==> src/hw/rtl/pixel_replication_upscaler_assert.svh <==
// ----------------------------------------------------------------------------
// Pixel replication upscaler assertion macros
// Concurrent assertion wrappers; empty when SYNTHESIS is defined.
// ----------------------------------------------------------------------------
`ifndef PIXEL_REPLICATION_UPSCALER_ASSERT_SVH
`define PIXEL_REPLICATION_UPSCALER_ASSERT_SVH

`ifndef SYNTHESIS
`define PRU_ASSERT(label, clk, rst_n, prop) \
  label: assert property (@(posedge clk) disable iff (!rst_n) (prop)) \
    else $error("pixel_replication_upscaler: assertion failed");
`define PRU_ASSERT_NEVER(label, clk, rst_n, cond) \
  label: assert property (@(posedge clk) disable iff (!rst_n) !(cond)) \
    else $error("pixel_replication_upscaler: forbidden condition seen");
`else
`define PRU_ASSERT(label, clk, rst_n, prop)
`define PRU_ASSERT_NEVER(label, clk, rst_n, cond)
`endif

`endif

==> src/hw/rtl/pru_pkg.sv <==
// ----------------------------------------------------------------------------
// Pixel replication upscaler package
// Shared widths, codes and the run command passed from front to back.
// ----------------------------------------------------------------------------
`timescale 1ns / 1ps
`default_nettype none

package pru_pkg;

  localparam int PixelW     = 24;
  localparam int ScaleW     = 7;
  localparam int WidthW     = 11;
  localparam int PadW       = 2;
  localparam int CfgIdxW    = 1;
  localparam int CfgDataW   = 11;
  localparam int OutDataW   = 40;
  localparam int QueueDepth = 2;

  localparam logic [ScaleW-1:0] ScaleMax = 7'd100;

  localparam logic [CfgIdxW-1:0] CfgScale    = 1'b0;
  localparam logic [CfgIdxW-1:0] CfgRowWidth = 1'b1;

  localparam logic ModePixel = 1'b0;
  localparam logic ModeTick  = 1'b1;

  typedef enum logic [1:0] {
    KIND_PIXEL,
    KIND_REPLAY,
    KIND_REJECT
  } pru_kind_e;

  typedef struct packed {
    pru_kind_e           kind;
    logic [PixelW-1:0]   pixel;
    logic [ScaleW-1:0]   run_length;
    logic                row_end;
    logic [PadW-1:0]     pad;
  } pru_run_t;

endpackage

`default_nettype wire

==> src/hw/rtl/pru_front.sv <==
// ----------------------------------------------------------------------------
// Pixel replication upscaler front end
// Holds configuration, column and replay count; classifies each item into a
// run command for the back end.
// ----------------------------------------------------------------------------
`timescale 1ns / 1ps
`default_nettype none

`include "pixel_replication_upscaler_assert.svh"

module pru_front #(
  parameter int MAX_ROW_PIXELS = 1024,
  parameter int ColW           = 10
) (
  input  logic                          clk_i,
  input  logic                          rst_ni,
  input  logic                          cfg_valid_i,
  output logic                          cfg_ready_o,
  input  logic [pru_pkg::CfgIdxW-1:0]   cfg_index_i,
  input  logic [pru_pkg::CfgDataW-1:0]  cfg_data_i,
  input  logic                          in_valid_i,
  output logic                          in_ready_o,
  input  logic                          in_mode_i,
  input  logic [pru_pkg::PixelW-1:0]    in_pixel_i,
  input  logic                          full_i,
  output logic                          push_o,
  output logic [ColW-1:0]               push_idx_o,
  output pru_pkg::pru_run_t             push_run_o
);
  import pru_pkg::*;

  localparam int WidW = ($clog2(MAX_ROW_PIXELS + 1) > WidthW) ?
                        $clog2(MAX_ROW_PIXELS + 1) : WidthW;

  logic [ScaleW-1:0] scale_q;
  logic [WidthW-1:0] row_width_q;
  logic [ColW-1:0]   column_q, column_d;
  logic [ScaleW-1:0] replays_q, replays_d;

  logic [ScaleW-1:0] s_eff;
  logic [WidW-1:0]   w_eff;
  logic [WidW:0]     col_p1;
  logic              last;
  logic [3:0]        pad_prod;
  logic [PadW-1:0]   pad_row;
  logic              acc;

  assign cfg_ready_o = 1'b1;
  assign in_ready_o  = !full_i;
  assign acc         = in_valid_i && !full_i;
  assign push_idx_o  = column_q;

  always_ff @(posedge clk_i or negedge rst_ni) begin
    if (!rst_ni) begin
      scale_q     <= 7'd1;
      row_width_q <= 11'd1;
    end else if (cfg_valid_i) begin
      unique case (cfg_index_i)
        CfgScale:    scale_q     <= cfg_data_i[ScaleW-1:0];
        CfgRowWidth: row_width_q <= cfg_data_i[WidthW-1:0];
        default: ;
      endcase
    end
  end

  always_comb begin
    priority if (scale_q == '0) begin
      s_eff = ScaleW'(1);
    end else if (scale_q > ScaleMax) begin
      s_eff = ScaleMax;
    end else begin
      s_eff = scale_q;
    end
  end

  always_comb begin
    priority if (row_width_q == '0) begin
      w_eff = WidW'(1);
    end else if (WidW'(row_width_q) > WidW'(MAX_ROW_PIXELS)) begin
      w_eff = WidW'(MAX_ROW_PIXELS);
    end else begin
      w_eff = WidW'(row_width_q);
    end
  end

  assign col_p1   = (WidW + 1)'(column_q) + (WidW + 1)'(1);
  assign last     = col_p1 >= {1'b0, w_eff};
  assign pad_prod = {2'b00, w_eff[1:0]} * {2'b00, s_eff[1:0]};
  assign pad_row  = pad_prod[PadW-1:0];

  always_comb begin
    push_o     = 1'b0;
    push_run_o = '{kind: KIND_REJECT, pixel: '0, run_length: '0, row_end: 1'b0, pad: '0};
    column_d   = column_q;
    replays_d  = replays_q;
    if (acc) begin
      if (in_mode_i == ModePixel) begin
        push_o = 1'b1;
        if (replays_q == '0) begin
          push_run_o.kind       = KIND_PIXEL;
          push_run_o.pixel      = in_pixel_i;
          push_run_o.run_length = s_eff;
          push_run_o.row_end    = last;
          push_run_o.pad        = last ? pad_row : '0;
          column_d              = last ? '0 : col_p1[ColW-1:0];
          if (last) begin
            replays_d = s_eff - ScaleW'(1);
          end
        end
      end else if (replays_q != '0) begin
        push_o                = 1'b1;
        push_run_o.kind       = KIND_REPLAY;
        push_run_o.run_length = s_eff;
        push_run_o.row_end    = last;
        push_run_o.pad        = last ? pad_row : '0;
        column_d              = last ? '0 : col_p1[ColW-1:0];
        if (last) begin
          replays_d = replays_q - ScaleW'(1);
        end
      end
    end
  end

  always_ff @(posedge clk_i or negedge rst_ni) begin
    if (!rst_ni) begin
      column_q  <= '0;
      replays_q <= '0;
    end else begin
      column_q  <= column_d;
      replays_q <= replays_d;
    end
  end

  `PRU_ASSERT(a_replays_bound, clk_i, rst_ni, replays_q <= ScaleMax - ScaleW'(1))
  `PRU_ASSERT(a_idle_tick_drop, clk_i, rst_ni,
              (acc && in_mode_i == ModeTick && replays_q == '0) |-> !push_o)
  `PRU_ASSERT(a_reject_keeps_state, clk_i, rst_ni,
              (acc && in_mode_i == ModePixel && replays_q != '0) |=>
              ($stable(replays_q) && $stable(column_q)))

endmodule

`default_nettype wire

==> config.mk <==
export PLATFORM = sky130hd
export DESIGN_NAME = pru_front
export DESIGN_NICKNAME = d
export VERILOG_FILES = /design/src/hw/rtl/pru_pkg.sv /design/src/hw/rtl/pru_front.sv
export VERILOG_INCLUDE_DIRS = /design/src /design/src/hw/rtl
export SDC_FILE = /design/constraint.sdc
export NUM_CORES = 1
export LEC_CHECK = 0
export BUFFER_PORTS_ARGS = -buffer_cell sky130_fd_sc_hd__buf_2
export CAP_MARGIN = 20
export CORE_MARGIN = 8
export CORE_UTILIZATION = 25
export DETAILED_ROUTE_END_ITERATION = 10
export HOLD_SLACK_MARGIN = 0.08
export PLACE_DENSITY_LB_ADDON = 0.2
export SYNTH_ARGS = -nofsm -noshare
export SYNTH_HDL_FRONTEND = slang
export SYNTH_SLANG_ARGS = --single-unit
==> constraint.sdc <==
create_clock -name clk_i -period 3.8 [get_ports clk_i]
set_input_delay 0.76 -clock clk_i [delete_from_list [all_inputs] [get_ports clk_i]]
set_output_delay 0.76 -clock clk_i [all_outputs]
set_load 0.02 [all_outputs]
==> flow_metrics.tcl <==
set metrics [dict create \
    cap_viol_max_count 0 \
    track_usage_pct 9.904 \
    gp_congestion 0.7715 \
    grt_pass1_vias 2170 \
    clock_latency_ns 0.29 \
    power_density_nw_per_um2 436.9 \
    ys_seq_area_share_pct 35.33 \
    path_delay_family "simple AND/OR/NAND/NOR gates" \
    hpwl_um 5468 \
    drive_gt1_share_pct 40.00 \
    rr_endpoint "replays_q[6]$_DFFE_PN0P_" \
    fmax_mhz 275.8 \
    finClkSkew_ns 0.009384 \
    end_kind "output port" \
    rsz0062_at_grt "false" \
    ys_top_cells_by_area "dfrtp_1, mux2_2, ha_1" \
    remaining_drc_errors 0 \
    slowest_stage "dfrtp_1" \
    drt-initial-drc-count 137 \
    syn_to_final_growth_pct 28.38 \
    holdCritPathClass "reg2reg" \
    cts_resized 0 \
    globalRouteOverflowTotal 0 \
    hold_path_end "row_width_q[10]$_DFFE_PN0P_" \
    die_h_um 115.7 \
    critPathBufInv 1 \
    mappedNetlistArea_sq_um 2486 \
    min_period_over_period_pct 95.42 \
    grt_max_degree 36 \
    fillers 1008 \
    yosys_warnings 0 \
    min_from "row_width_q[10]$_DFFE_PN0P_" \
    timing.final.ws_setup_ns 0.1740 \
    layout_commonest_cell "buf_2" \
    r2r.worst_path.cells 11 \
    grt_pass1_wl_um 10680 \
    syn_inst 257 \
    postCtsSetupBuffers 0 \
    drt-wirelength-per-cell_um 14.22 \
    pre_cts_slack_ns 0.3923 \
    max_stage_delay_ns 0.42 \
    antenna_found_initial 0 \
    p_leak_nw 1.621 \
    port_buffers 89 \
    multi_input_area_sq_um 1539 \
    syn_nets 314 \
    final_cell_mix "buf_2, dfrtp_1, and2_1" \
    worstPathArrival_ns 2.87 \
    cts_root_buffer "clkbuf_8" \
    drtAntennaViolNets 0 \
    period_minus_slack_ns 3.626 \
    seq_area_sq_um 878.3 \
    cpMostUsedCell "and3_1" \
    vdd_drop_max_uv 226.7 \
    cts_tree "done" \
    start_kind "flip-flop" \
    r2r_slack_ns 0.73 \
    tns_ns 0 \
    cts_inserted_buffers 5 \
    die_w_um 115.7 \
    report.final.setup_viol 0 \
    vias 2202 \
    path_max_fanout 5 \
    yosysTopAreaCell "dfrtp_1" \
    numClockSinks 35 \
    vias_per_cell 4.607 \
    rows 36 \
    cts_max_level 2 \
    boundaryPins 91 \
    ctsHoldBuffers 0 \
    drt-total-wl_um 6798 \
    slew_headroom_pct 39.25 \
    critPathKind "reg2out" \
    clk_pin_slew_worst_paths_ns 0.08 \
    die_area_sq_um 13390 \
    hold_viol_final 0 \
    ys_types 56 \
    crit_chain "and3_1, and3_1, and3_1, xnor2_1, ha_1, o211a_1, and2_1, a21oi_2, nor2_1, and3_1, buf_2" \
    core_area_sq_um 9729 \
    drv_slew 0 \
    cts_buffer_depth 2 \
    postSynthAreaPerCell_sq_um 9.674 \
    reg2reg_from "push_idx_o[2]$_DFFE_PN0P_" \
    worstMarginPinSlew_ns 0.9063 \
    antenna_cells 0 \
    drt-pass1-iter-count 5 \
    hold-path-cell-count 1 \
    required_ns 3.04 \
    start_util_pct 25.55 \
    ys_seq_elements 35 \
    nets 401 \
    synth_top_cell_area_share_pct 33.22 \
    status "completed" \
]
final cells by class:
| type | instances | share of cell area, % |
|---|---|---|
| clock buffers | 6 | 2.274 |
| inverters | 6 | 0.7056 |
| flip-flops and latches | 35 | 27.52 |
| repair buffers | 90 | 14.19 |
| multi-input cells | 206 | 48.22 |
| well taps | 133 | 5.214 |
| clock inverters | 2 | 1.882 |
cells by family after synthesis:
| kind of cell | after synthesis | synth area share [%] |
|---|---|---|
| fa+ha+maj | 15 | 7.549 |
| compound gates | 47 | 14.90 |
| buf+inv | 16 | 3.170 |
| other cells | 1 | 0.1508 |
| simple gates | 107 | 24.16 |
| flops | 35 | 35.33 |
| xor+xnor | 14 | 4.932 |
| mux | 22 | 9.814 |
cell usage after synthesis, drive strengths merged:
cell type / number
inv: 6
or2b: 1
conb: 1
o211a: 2
and2: 31
ha: 15
and3b: 1
clkbuf: 6
nor2: 11
nor2b: 3
a31oi: 2
or4b: 1
buf: 4
o21ai: 10
o2bb2ai: 1
xor2: 5
a21o: 1
a211oi: 1
nor4b: 1
o31ai: 1
a211o: 3
nand2b: 4
nand3: 7
a221o: 1
and4bb: 1
xnor2: 9
nand4: 2
a21boi: 2
and3: 10
o21a: 1
mux2i: 3
mux2: 19
a21oi: 10
a41oi: 1
o21bai: 2
nand2: 24
dfstp: 2
a22oi: 1
dfrtp: 33
a22o: 8
nor3: 5
nor4: 5
metal layers:
| layer | GRT usage, % | vias up | routed length, um |
|---|---|---|---|
| met5 | 0 | - | 0 |
| met3 | 3.283 | 9 | 835 |
| li1 | - | 1088 | - |
| met2 | 15.47 | 99 | 2867 |
| met1 | 12.37 | 1006 | 2977 |
| met4 | 3.803 | 0 | 118 |
sequential cells by signal (all words and copies together), names as in the netlist:
| register | count |
|---|---|
| replays_q | 7 |
| scale_q | 7 |
| row_width_q | 11 |
| push_idx_o | 10 |
worst max-delay path by stage:
stage                              start             to  slack (ns)  cells past startpoint
3_5_place_dp   push_idx_o[4]$_DFFE_PN0P_  push_run_o[0]        0.39                     12
6_report       push_idx_o[4]$_DFFE_PN0P_  push_run_o[0]        0.17                     11
3_3_place_gp   push_idx_o[4]$_DFFE_PN0P_  push_run_o[0]        0.47                     12
2_1_floorplan  push_idx_o[4]$_DFFE_PN0P_  push_run_o[0]        0.37                     10
5_1_grt        push_idx_o[4]$_DFFE_PN0P_  push_run_o[0]        0.03                     11
4_1_cts        push_idx_o[4]$_DFFE_PN0P_  push_run_o[0]        0.06                     12
metrics by stage:
stage	std cells	instance area (sq um)	power [mW]	utilization, %	hold slack [ns]
global route	478	3192	1.487	32.81	0.5747
CTS	478	3182	1.409	32.70	0.5436
detailed placement	470	3049	0.9974	31.34	0.5247
floorplan	257	2486	0.8526	-	0.4644
global placement	470	3049	0.9885	31.34	0.5152
finish	478	3192	1.395	32.81	0.5424
worst reg2reg max path: cells and delay by family (launching register included):
kind	cells	cell delay, ns
AO/OA/AOI/OAI	3	0.72
XOR/XNOR	1	0.25
flip-flops	1	0.49
buffers and inverters	2	0.40
adder cells (fa/ha/maj)	1	0.20
AND/OR/NAND/NOR	4	0.92
report_power, final:
| group | total [mW] | internal, mW | switching (mW) | leakage (nW) |
|---|---|---|---|---|
| sequential | 0.536 | 0.445 | 0.0908 | 0.427 |
| combinational | 0.452 | 0.207 | 0.245 | 1.13 |
| clock | 0.407 | 0.262 | 0.144 | 0.0654 |
Power figures use the tool's default switching activity.
