File: config.mk
export PLATFORM = sky130hd
export DESIGN_NAME = pru_queue
export DESIGN_NICKNAME = d
export VERILOG_FILES = /design/src/hw/rtl/pixel_replication_upscaler_assert.svh /design/src/hw/rtl/pru_pkg.sv /design/src/hw/rtl/pru_queue.sv
export SDC_FILE = /design/constraint.sdc
export NUM_CORES = 1
export LEC_CHECK = 0
export BUFFER_PORTS_ARGS = -buffer_cell sky130_fd_sc_hd__buf_2
export CAP_MARGIN = 25
export CORE_UTILIZATION = 52
export CTS_CLUSTER_DIAMETER = 200
export DETAILED_ROUTE_END_ITERATION = 7
export GPL_TIMING_DRIVEN = 0
export PLACE_DENSITY = 0.92
export SYNTH_ARGS = -nofsm -noshare
export SYNTH_HDL_FRONTEND = slang
export SYNTH_SLANG_ARGS = --single-unit
File: constraint.sdc
create_clock -name clk_i -period 2.22 [get_ports clk_i]
set_input_delay 0.444 -clock clk_i [delete_from_list [all_inputs] [get_ports clk_i]]
set_output_delay 0.444 -clock clk_i [all_outputs]
set_load 0.05 [all_outputs]
File: src/hw/rtl/pixel_replication_upscaler_assert.svh
// ----------------------------------------------------------------------------
// Pixel replication upscaler assertion macros
// Concurrent assertion wrappers; empty when SYNTHESIS is defined.
// ----------------------------------------------------------------------------
`ifndef PIXEL_REPLICATION_UPSCALER_ASSERT_SVH
`define PIXEL_REPLICATION_UPSCALER_ASSERT_SVH

`ifndef SYNTHESIS
`define PRU_ASSERT(label, clk, rst_n, prop) \
  label: assert property (@(posedge clk) disable iff (!rst_n) (prop)) \
    else $error("pixel_replication_upscaler: assertion failed");
`define PRU_ASSERT_NEVER(label, clk, rst_n, cond) \
  label: assert property (@(posedge clk) disable iff (!rst_n) !(cond)) \
    else $error("pixel_replication_upscaler: forbidden condition seen");
`else
`define PRU_ASSERT(label, clk, rst_n, prop)
`define PRU_ASSERT_NEVER(label, clk, rst_n, cond)
`endif

`endif

File: src/hw/rtl/pru_pkg.sv
// ----------------------------------------------------------------------------
// Pixel replication upscaler package
// Shared widths, codes and the run command passed from front to back.
// ----------------------------------------------------------------------------
`timescale 1ns / 1ps
`default_nettype none

package pru_pkg;

  localparam int PixelW     = 24;
  localparam int ScaleW     = 7;
  localparam int WidthW     = 11;
  localparam int PadW       = 2;
  localparam int CfgIdxW    = 1;
  localparam int CfgDataW   = 11;
  localparam int OutDataW   = 40;
  localparam int QueueDepth = 2;

  localparam logic [ScaleW-1:0] ScaleMax = 7'd100;

  localparam logic [CfgIdxW-1:0] CfgScale    = 1'b0;
  localparam logic [CfgIdxW-1:0] CfgRowWidth = 1'b1;

  localparam logic ModePixel = 1'b0;
  localparam logic ModeTick  = 1'b1;

  typedef enum logic [1:0] {
    KIND_PIXEL,
    KIND_REPLAY,
    KIND_REJECT
  } pru_kind_e;

  typedef struct packed {
    pru_kind_e           kind;
    logic [PixelW-1:0]   pixel;
    logic [ScaleW-1:0]   run_length;
    logic                row_end;
    logic [PadW-1:0]     pad;
  } pru_run_t;

endpackage

`default_nettype wire

File: src/hw/rtl/pru_queue.sv
// ----------------------------------------------------------------------------
// Pixel replication upscaler command queue
// Small register FIFO between the front end and the back end.
// ----------------------------------------------------------------------------
`timescale 1ns / 1ps
`default_nettype none

module pru_queue #(
  parameter int DataW = 8
) (
  input  logic             clk_i,
  input  logic             rst_ni,
  input  logic             push_i,
  input  logic [DataW-1:0] push_data_i,
  output logic             full_o,
  input  logic             pop_i,
  output logic [DataW-1:0] pop_data_o,
  output logic             empty_o
);
  import pru_pkg::*;

  localparam int PtrW = (QueueDepth > 1) ? $clog2(QueueDepth) : 1;
  localparam int CntW = $clog2(QueueDepth + 1);

  logic [DataW-1:0] store_q [QueueDepth];
  logic [PtrW-1:0]  wr_ptr_q, wr_ptr_d;
  logic [PtrW-1:0]  rd_ptr_q, rd_ptr_d;
  logic [CntW-1:0]  cnt_q, cnt_d;

  assign full_o     = cnt_q == CntW'(QueueDepth);
  assign empty_o    = cnt_q == '0;
  assign pop_data_o = store_q[rd_ptr_q];

  always_comb begin
    wr_ptr_d = wr_ptr_q;
    rd_ptr_d = rd_ptr_q;
    cnt_d    = cnt_q;
    if (push_i) begin
      wr_ptr_d = (wr_ptr_q == PtrW'(QueueDepth - 1)) ? '0 : wr_ptr_q + PtrW'(1);
    end
    if (pop_i) begin
      rd_ptr_d = (rd_ptr_q == PtrW'(QueueDepth - 1)) ? '0 : rd_ptr_q + PtrW'(1);
    end
    unique case ({push_i, pop_i})
      2'b10:   cnt_d = cnt_q + CntW'(1);
      2'b01:   cnt_d = cnt_q - CntW'(1);
      default: cnt_d = cnt_q;
    endcase
  end

  always_ff @(posedge clk_i or negedge rst_ni) begin
    if (!rst_ni) begin
      wr_ptr_q <= '0;
      rd_ptr_q <= '0;
      cnt_q    <= '0;
    end else begin
      wr_ptr_q <= wr_ptr_d;
      rd_ptr_q <= rd_ptr_d;
      cnt_q    <= cnt_d;
    end
  end

  always_ff @(posedge clk_i) begin
    if (push_i) begin
      store_q[wr_ptr_q] <= push_data_i;
    end
  end

endmodule

`default_nettype wire

==> results.tsv, run 1 <==
stage	metric	value	unit
setup_path	cp-endpoint	pop_data_o[3]	
setup_path	crit_buf_inv	2	
placed_design	portBuffers	21	
synth	syn_inst	41	
sta	finalHoldViolCount	0	
drt	finalWirelength	1230	um
sta	fmax	0.539	GHz
drt	vias_per_cell	5.15	
clocking	cts_tree	built	
drt	dr_wl_met2	658	um
sta	min_period_over_period	83.6	%
power_and_ir_drop	switching_power	0.000562	W
drt	first_pass_iters	4	
setup_path	crit-reg2reg-capture	store_q[0][6]	
clocking	cts_buffers	3	
layout	final.fill_count	99	
sta	rsz0062_at_grt	no	
setup_path	cp_num_cells	3	
setup_path	path_max_fanout	9	
drt	drtIter0Drc	7	
setup_path	cp_data_required_time	1.78	ns
setup_path	slowest_delay	0.36	ns
drt	wl_met1	477	um
clocking	insertion_delay	0.29	ns
synth	ys_async_sr_fraction	20.0	%
setup_path	critPathLaunchType	flop	
drt	vias	422	
die	die_h	40.3	um
synth	seq_area_frac_synth	76.2	%
clocking	cts_setup_buffers	0	
clocking	cts.htree.levels	1	
setup_path	reg2reg_depth	1	
power_and_ir_drop	p_comb_share	43.9	%
synth	synth_top_family_by_area	multiplexers	
grt	grt_use_total	17.9	%
die	die_w	40.3	um
placed_design	gp_congestion	0.686	
sta	period_needed	1.86	ns
synth	yosys-top-cells-count	16 x edfxtp_1, 8 x mux2_2, 4 x dfrtp_1, 3 x nor2_1, 3 x xor2_1	
grt	grt_max_degree	12	
clocking	holdBufCountCts	1	
synth	ys_ff_latch	20	
min_path	hold_path.class	input pin to flop	
clocking	clk_path_buf_depth	2	
layout	nets	81	
setup_path	cp_top_family	buffers and inverters	
grt	antenna_found_initial	0	
setup_path	crit_arrival	1.41	ns
run_status	status	complete, no violations	
die	initial_core_util	57.1	%
die	core_area	0.00133	mm2
grt	first_global_vias	411	
synth	synth_edf_count	16	
synth	yosysMostFrequentCell	edfxtp_1	
synth	synth_warnings	0	
setup_path	startpoint	rd_ptr_q	
placed_design	dp.cells	77	
power_and_ir_drop	power.total	0.00135	W
sta	slew_headroom	54.7	%
drt	routed.top_layer	met4	
drt	drcViolationCount	0	
setup_path	reg2reg_from	wr_ptr_q	
layout	fin_cells	82	
clocking	cts.repair.resized	0	
setup_path	slowest_stage	mux2_2	
synth	yosysUniqueCellTypes	11	
power_and_ir_drop	intPower	0.000785	W
synth	synth_top_area_share	63.1	%
sta	tightest_slew	0.676	ns
layout	antennaDiodeCount	0	
run	max_cap_violations	0	
setup_path	r2r_slack	0.89	ns
synth	synth_compound_area_share	0	%
synth	syn-num-nets	54	
sta	clock_skew	0.00216	ns
power_and_ir_drop	seqPwrFrac	41.3	%
drt	ant_nets	0	
clocking	cts.sink_count	20	
synth	synthMuxAreaShare	11.8	%
clocking	cts.reportedPaths.clkPinSlew	0.10	ns
layout	layout-drive-gt1-share	52.2	%
sta	finalSetupViolations	0	
die	ioPinCount	22	
die	die_area	0.00162	mm2
setup_path	crit_top_cell	buf_2	
setup_path	endpoint_kind	output pin	
layout	area_delta_synth_final	22.3	%
synth	synth.avg_cell_area	18.6	um2
synth	synth_top_area_cell	edfxtp_1	
synth	synth_area	762	um2
clocking	clockRootBuffer	clkbuf_4	
power_and_ir_drop	p_leak	0.386	nW
setup_path	crit_chain	buf_2 > mux2_2 > buf_2	
placed_design	dp_worst_setup_slack	0.681	ns
power_and_ir_drop	ir_drop	0.706	mV
power_and_ir_drop	clockPowerShare	14.8	%
drt	dr_wl_met3	70	um
synth	yosys_most_used_dff	edfxtp_1	
setup_path	path_class	flop to output pin	
grt	grt_pass1_wl	1780	um
synth	synthAdderAreaFrac	1.64	%
sta	maxSlewViolCount	0	
drt	wl_per_cell	15.0	um
sta	worst_slack	0.363	ns
die	rows	13	
sta	tns	0	ns
synth	yosys.area_share.simple	3.45	%
synth	synth_xor_area_share	5.75	%
power_and_ir_drop	p_per_area	1450	mW/mm2
grt	overflow	0	
synth	ys_top_cells_by_area	edfxtp_1 63%, dfrtp_1 13%, mux2_2 12%, xor2_1 3.4%, xnor2_1 2.3%	
power_and_ir_drop	power_switching_share	41.7	%
-- cell families after synthesis --
group,Yosys count
flip-flops,20
buffers and inverters,2
adder cells (fa/ha/maj),1
AND/OR/NAND/NOR,5
XOR/XNOR,5
multiplexers,8
-- how the worst min path moves through the flow --
stage	to	startpoint	cells past startpoint
3_3_place_gp	wr_ptr_q	rst_ni	1
4_1_cts	store_q[0][0]	push_data_i[0]	1
2_1_floorplan	cnt_q[0]	rst_ni	0
6_report	store_q[1][3]	push_data_i[3]	1
3_5_place_dp	cnt_q[1]	rst_ni	1
5_1_grt	store_q[1][0]	push_data_i[0]	1
-- metal layers --
layer / GRT usage (%) / up-vias
li1: - / 202
met1: 21.0 / 202
met2: 30.2 / 16
met3: 3.89 / 2
met4: 10.0 / 0
met5: 0 / -
-- sequential cells by signal, indices dropped and copies added (netlist names) --
register	flops
store_q	16
cnt_q	2
rd_ptr_q	1
wr_ptr_q	1
-- per-stage QoR --
| stage | utilization (%) | instance area [um2] | hold slack (ns) |
|---|---|---|---|
| floorplan | - | 762 | 0.148 |
| global placement | 66.4 | 886 | 0.252 |
| detailed placement | 66.4 | 886 | 0.253 |
| CTS | 69.9 | 932 | 0.329 |
| global route | 69.9 | 932 | 0.324 |
| finish | 69.9 | 932 | 0.339 |
-- power groups by stage --
| stage | logic [W] | registers, W | clock network [W] |
|---|---|---|---|
| floorplan | 0.000486 | 0.000548 | 0 |
| global placement | 0.000585 | 0.000554 | 0 |
| detailed placement | 0.000593 | 0.000565 | 0 |
| CTS | 0.000599 | 0.000558 | 0.000206 |
| global route | 0.000637 | 0.000566 | 0.000216 |
| finish | 0.000592 | 0.000556 | 0.000200 |
-- cell usage in the layout (no fill, tap or decap), drive strengths merged --
master | synthesis | final
and2 | 1 | 1
and2b | 1 | 1
buf | 1 | 22
clkbuf | 0 | 4
dfrtp | 4 | 4
dlygate4sd3 | 0 | 1
edfxtp | 16 | 16
ha | 1 | 1
inv | 1 | 1
mux2 | 8 | 8
nor2 | 3 | 3
xnor2 | 2 | 2
xor2 | 3 | 3
-- cell type report --
cell class	count	area (um2)	share of cell area (%)
tap	15	18.8	2.01
sequential	20	581	62.3
multi-input combinational	19	173	18.5
clock buffer	4	36.3	3.89
buffer	1	5.00	0.537
inverter	1	3.75	0.403
timing repair buffer	22	115	12.3
(Power assumes the default switching activity.)
==> inputs of run 2 (changes only) <==
--- a/config.mk
+++ b/config.mk
@@ -5,13 +5,14 @@
 export SDC_FILE = /design/constraint.sdc
 export NUM_CORES = 1
 export LEC_CHECK = 0
+export ABC_AREA = 1
 export BUFFER_PORTS_ARGS = -buffer_cell sky130_fd_sc_hd__buf_2
 export CAP_MARGIN = 25
-export CORE_UTILIZATION = 52
+export CORE_UTILIZATION = 49
 export CTS_CLUSTER_DIAMETER = 200
 export DETAILED_ROUTE_END_ITERATION = 7
 export GPL_TIMING_DRIVEN = 0
-export PLACE_DENSITY = 0.92
+export PLACE_DENSITY = 0.87
 export SYNTH_ARGS = -nofsm -noshare
 export SYNTH_HDL_FRONTEND = slang
 export SYNTH_SLANG_ARGS = --single-unit
==> constraint.sdc (replaced) <==
create_clock -name clk_i -period 1.8 [get_ports clk_i]
set_input_delay 0.36 -clock clk_i [delete_from_list [all_inputs] [get_ports clk_i]]
set_output_delay 0.36 -clock clk_i [all_outputs]
set_load 0.05 [all_outputs]
==> run 2 against run 1 <==
- hold slack lost 0.088 ns
- power grew 42%
- synthesized area grew 7.7%
- routed wire length grew 1.7%
- core utilization is 4.5 points lower
- register-to-register slack lost 0.41 ns
- die area is 14% higher
- clock skew is 0.00055 ns lower
==> results.tsv, run 2 <==
stage	metric	value	unit	change
layout	final_util	65.4	%	-4.5 points
sta	period_needed	1.71	ns	
power_and_ir_drop	ir_drop	0.857	mV	+21%
clocking	cts.sink_count	20		unchanged
sta	finalSetupViolations	0		unchanged
grt	antenna_found_initial	0		unchanged
power_and_ir_drop	p_per_area	1900	mW/mm2	+31%
grt	first_global_vias	501		+22%
drt	dr_wl_met2	655	um	-0.46%
clocking	insertion_delay	0.29	ns	about the same
synth	synth_area	821	um2	+7.7%
clocking	cts_tree	built		
die	die_area	0.00184	mm2	+14%
layout	reg.largest.list	store_q x16, cnt_q x2		
setup_path	reg2reg_from	wr_ptr_q		
synth	synth_edf_count	16		unchanged
die	die_w	42.9	um	+6.6%
layout	area_delta_synth_final	22.9	%	
synth	synth_warnings	0		unchanged
synth	syn-num-nets	79		+46%
run_status	status	complete, no violations		
sta	slew_headroom	54.8	%	about the same
layout	final_cell_mix	21 x buf_2, 16 x edfxtp_1, 14 x inv_1		
die	ioPinCount	22		unchanged
grt	grt_pass1_wl	2070	um	+16%
setup_path	critPathLaunchType	flop		
synth	synth_top_area_cell	edfxtp_1		
drt	wl_met1	510	um	+6.9%
drt	finalWirelength	1250	um	+1.7%
layout	final_common_cell	buf_2		
layout	largest_reg_flops	16		unchanged
run	max_cap_violations	0		unchanged
drt	vias	534		+27%
setup_path	cp_data_required_time	1.44	ns	-0.34 ns
layout	largest-register	store_q		
layout	layout-drive-gt1-share	32.6	%	-20 points
layout	fin_cells	108		+32%
setup_path	path_max_fanout	10		+1
setup_path	endpoint_kind	output pin		
synth	ys_top_cells_by_area	edfxtp_1 59%, dfrtp_1 12%, inv_1 6.4%, nand2_1 5.9%, o21ai_2 3.2%		
setup_path	reg2reg_depth	1		unchanged
synth	syn_inst	66		+61%
sta	rsz0062_at_grt	no		
grt	overflow	0		unchanged
clocking	cts.reportedPaths.clkPinSlew	0.11	ns	about the same
synth	ys_ff_latch	20		unchanged
setup_path	crit-reg2reg-capture	store_q[0][3]		
synth	seq_area_frac_synth	70.7	%	-5.5 points
sta	fmax	0.586	GHz	
drt	wl_per_cell	11.5	um	-23%
setup_path	r2r_slack	0.48	ns	-0.41 ns
die	core_area	0.00154	mm2	+16%
synth	yosys-top-cells-count	16 x edfxtp_1, 14 x inv_1, 13 x nand2_1, 5 x o21ai_0, 4 x dfrtp_1		
synth	synth.avg_cell_area	12.4	um2	-33%
sta	min_period_over_period	94.8	%	
layout	nets	106		+31%
placed_design	dp_hpwl	874	um	
drt	drtIter0Drc	5		-2
grt	grt_max_degree	13		+1
sta	tightest_slew	0.676	ns	-0.000349 ns
die	die_h	42.9	um	+6.6%
setup_path	path_class	flop to output pin		
setup_path	crit_arrival	1.35	ns	-0.06 ns
layout	antennaDiodeCount	0		unchanged
drt	dr_wl_met3	61	um	-13%
clocking	cts.repair.resized	0		unchanged
drt	ant_nets	0		unchanged
synth	yosys_most_used_dff	edfxtp_1		
clocking	cts_buffers	3		unchanged
sta	clock_skew	0.00161	ns	-0.000550 ns
clocking	clk_path_buf_depth	2		unchanged
drt	drcViolationCount	0		unchanged
sta	tns	0	ns	unchanged
placed_design	portBuffers	21		unchanged
sta	maxSlewViolCount	0		unchanged
min_path	min_to	store_q[0][0]		
sta	finalHoldViolCount	0		unchanged
die	initial_core_util	53.2	%	-3.9 points
drt	vias_per_cell	4.94		-3.9%
synth	synth_top_area_share	58.5	%	-4.5 points
placed_design	dp.cells	103		+34%
die	rows	14		+1
min_path	hold_path.class	input pin to flop		
layout	final.fill_count	121		+22%
layout	seq_area	581	um2	unchanged
clocking	clockRootBuffer	clkbuf_4		
grt	grt_use_total	15.7	%	-2.2 points
placed_design	gp_congestion	0.789		+15%
synth	yosysUniqueCellTypes	14		+3
synth	yosysMostFrequentCell	edfxtp_1		
clocking	cts.htree.levels	1		unchanged
drt	routed.top_layer	met4		
power_and_ir_drop	p_leak	0.476	nW	+23%
drt	first_pass_iters	4		unchanged
power_and_ir_drop	power.total	0.00191	W	+42%
min_path	hold_depth	1		unchanged
layout	multi_input_comb_area	161	um2	-6.5%
min_path	min-delay-start	push_data_i[0]		
synth	ys_async_sr_fraction	20.0	%	unchanged
==> run 2: power breakdown <==
| group | leakage [nW] | switching, W | internal, W |
|---|---|---|---|
| combinational | 0.251 | 0.000649 | 0.000226 |
| clock | 0.0279 | 0.000127 | 0.000225 |
| sequential | 0.197 | 0.0000561 | 0.000628 |
| total | 0.476 | 0.000832 | 0.00108 |
==> run 2: layout make-up <==
type | instances | area share, %
multi-input combinational | 30 | 16.0
clock buffer | 3 | 2.23
timing repair buffer | 22 | 11.4
tap | 16 | 1.99
clock inverter | 1 | 2.98
sequential | 20 | 57.6
inverter | 14 | 5.21
buffer | 2 | 2.61
==> run 2: cells by family (layout without fill, tap and decap cells) <==
family                   Yosys count  after routing  share of synthesized area [%]
buffers and inverters             16             42                           9.60
adder cells (fa/ha/maj)            1              1                           1.52
AND/OR/NAND/NOR                   18             18                           8.69
flip-flops                        20             20                           70.7
AO/OA/AOI/OAI                      8              8                           6.25
XOR/XNOR                           3              3                           3.20
==> run 2: critical path, stage by stage (launching register included) <==
cell and delay (ns):
dfrtp_1 0.35, buf_6 0.13, buf_8 0.13, nand2_1 0.05, o21ai_0 0.08, buf_2 0.30
==> run 2: how the worst max path moves through the flow <==
stage,from,end,slack (ns)
floorplan,rd_ptr_q,pop_data_o[0],-0.15
detailed placement,push_i,store_q[0][7],0.37
global placement,push_i,store_q[0][6],0.39
global route,rd_ptr_q,pop_data_o[2],0.05
finish,rd_ptr_q,pop_data_o[4],0.09
CTS,rd_ptr_q,pop_data_o[4],0.1
==> run 2: routing by layer <==
| metal | track usage [%] | vias up |
|---|---|---|
| met3 | 4.68 | 2 |
| li1 | - | 265 |
| met1 | 18.8 | 249 |
| met4 | 8.13 | 0 |
| met2 | 25.5 | 18 |
| met5 | 0 | - |
==> run 2: per-stage QoR <==
stage	hold slack, ns	instance area, um2	setup WS, ns
after floorplan	0.0644	821	-0.149
after global placement	0.169	946	0.389
after detailed placement	0.173	946	0.374
after CTS	0.243	1010	0.0968
after global routing	0.239	1010	0.0481
final	0.251	1010	0.0934
==> run 2: repair_timing <==
item / CTS / global route
hold endpoints to repair: 4 / 0
hold buffers: 1 / 0
setup buffers: 0 / 0
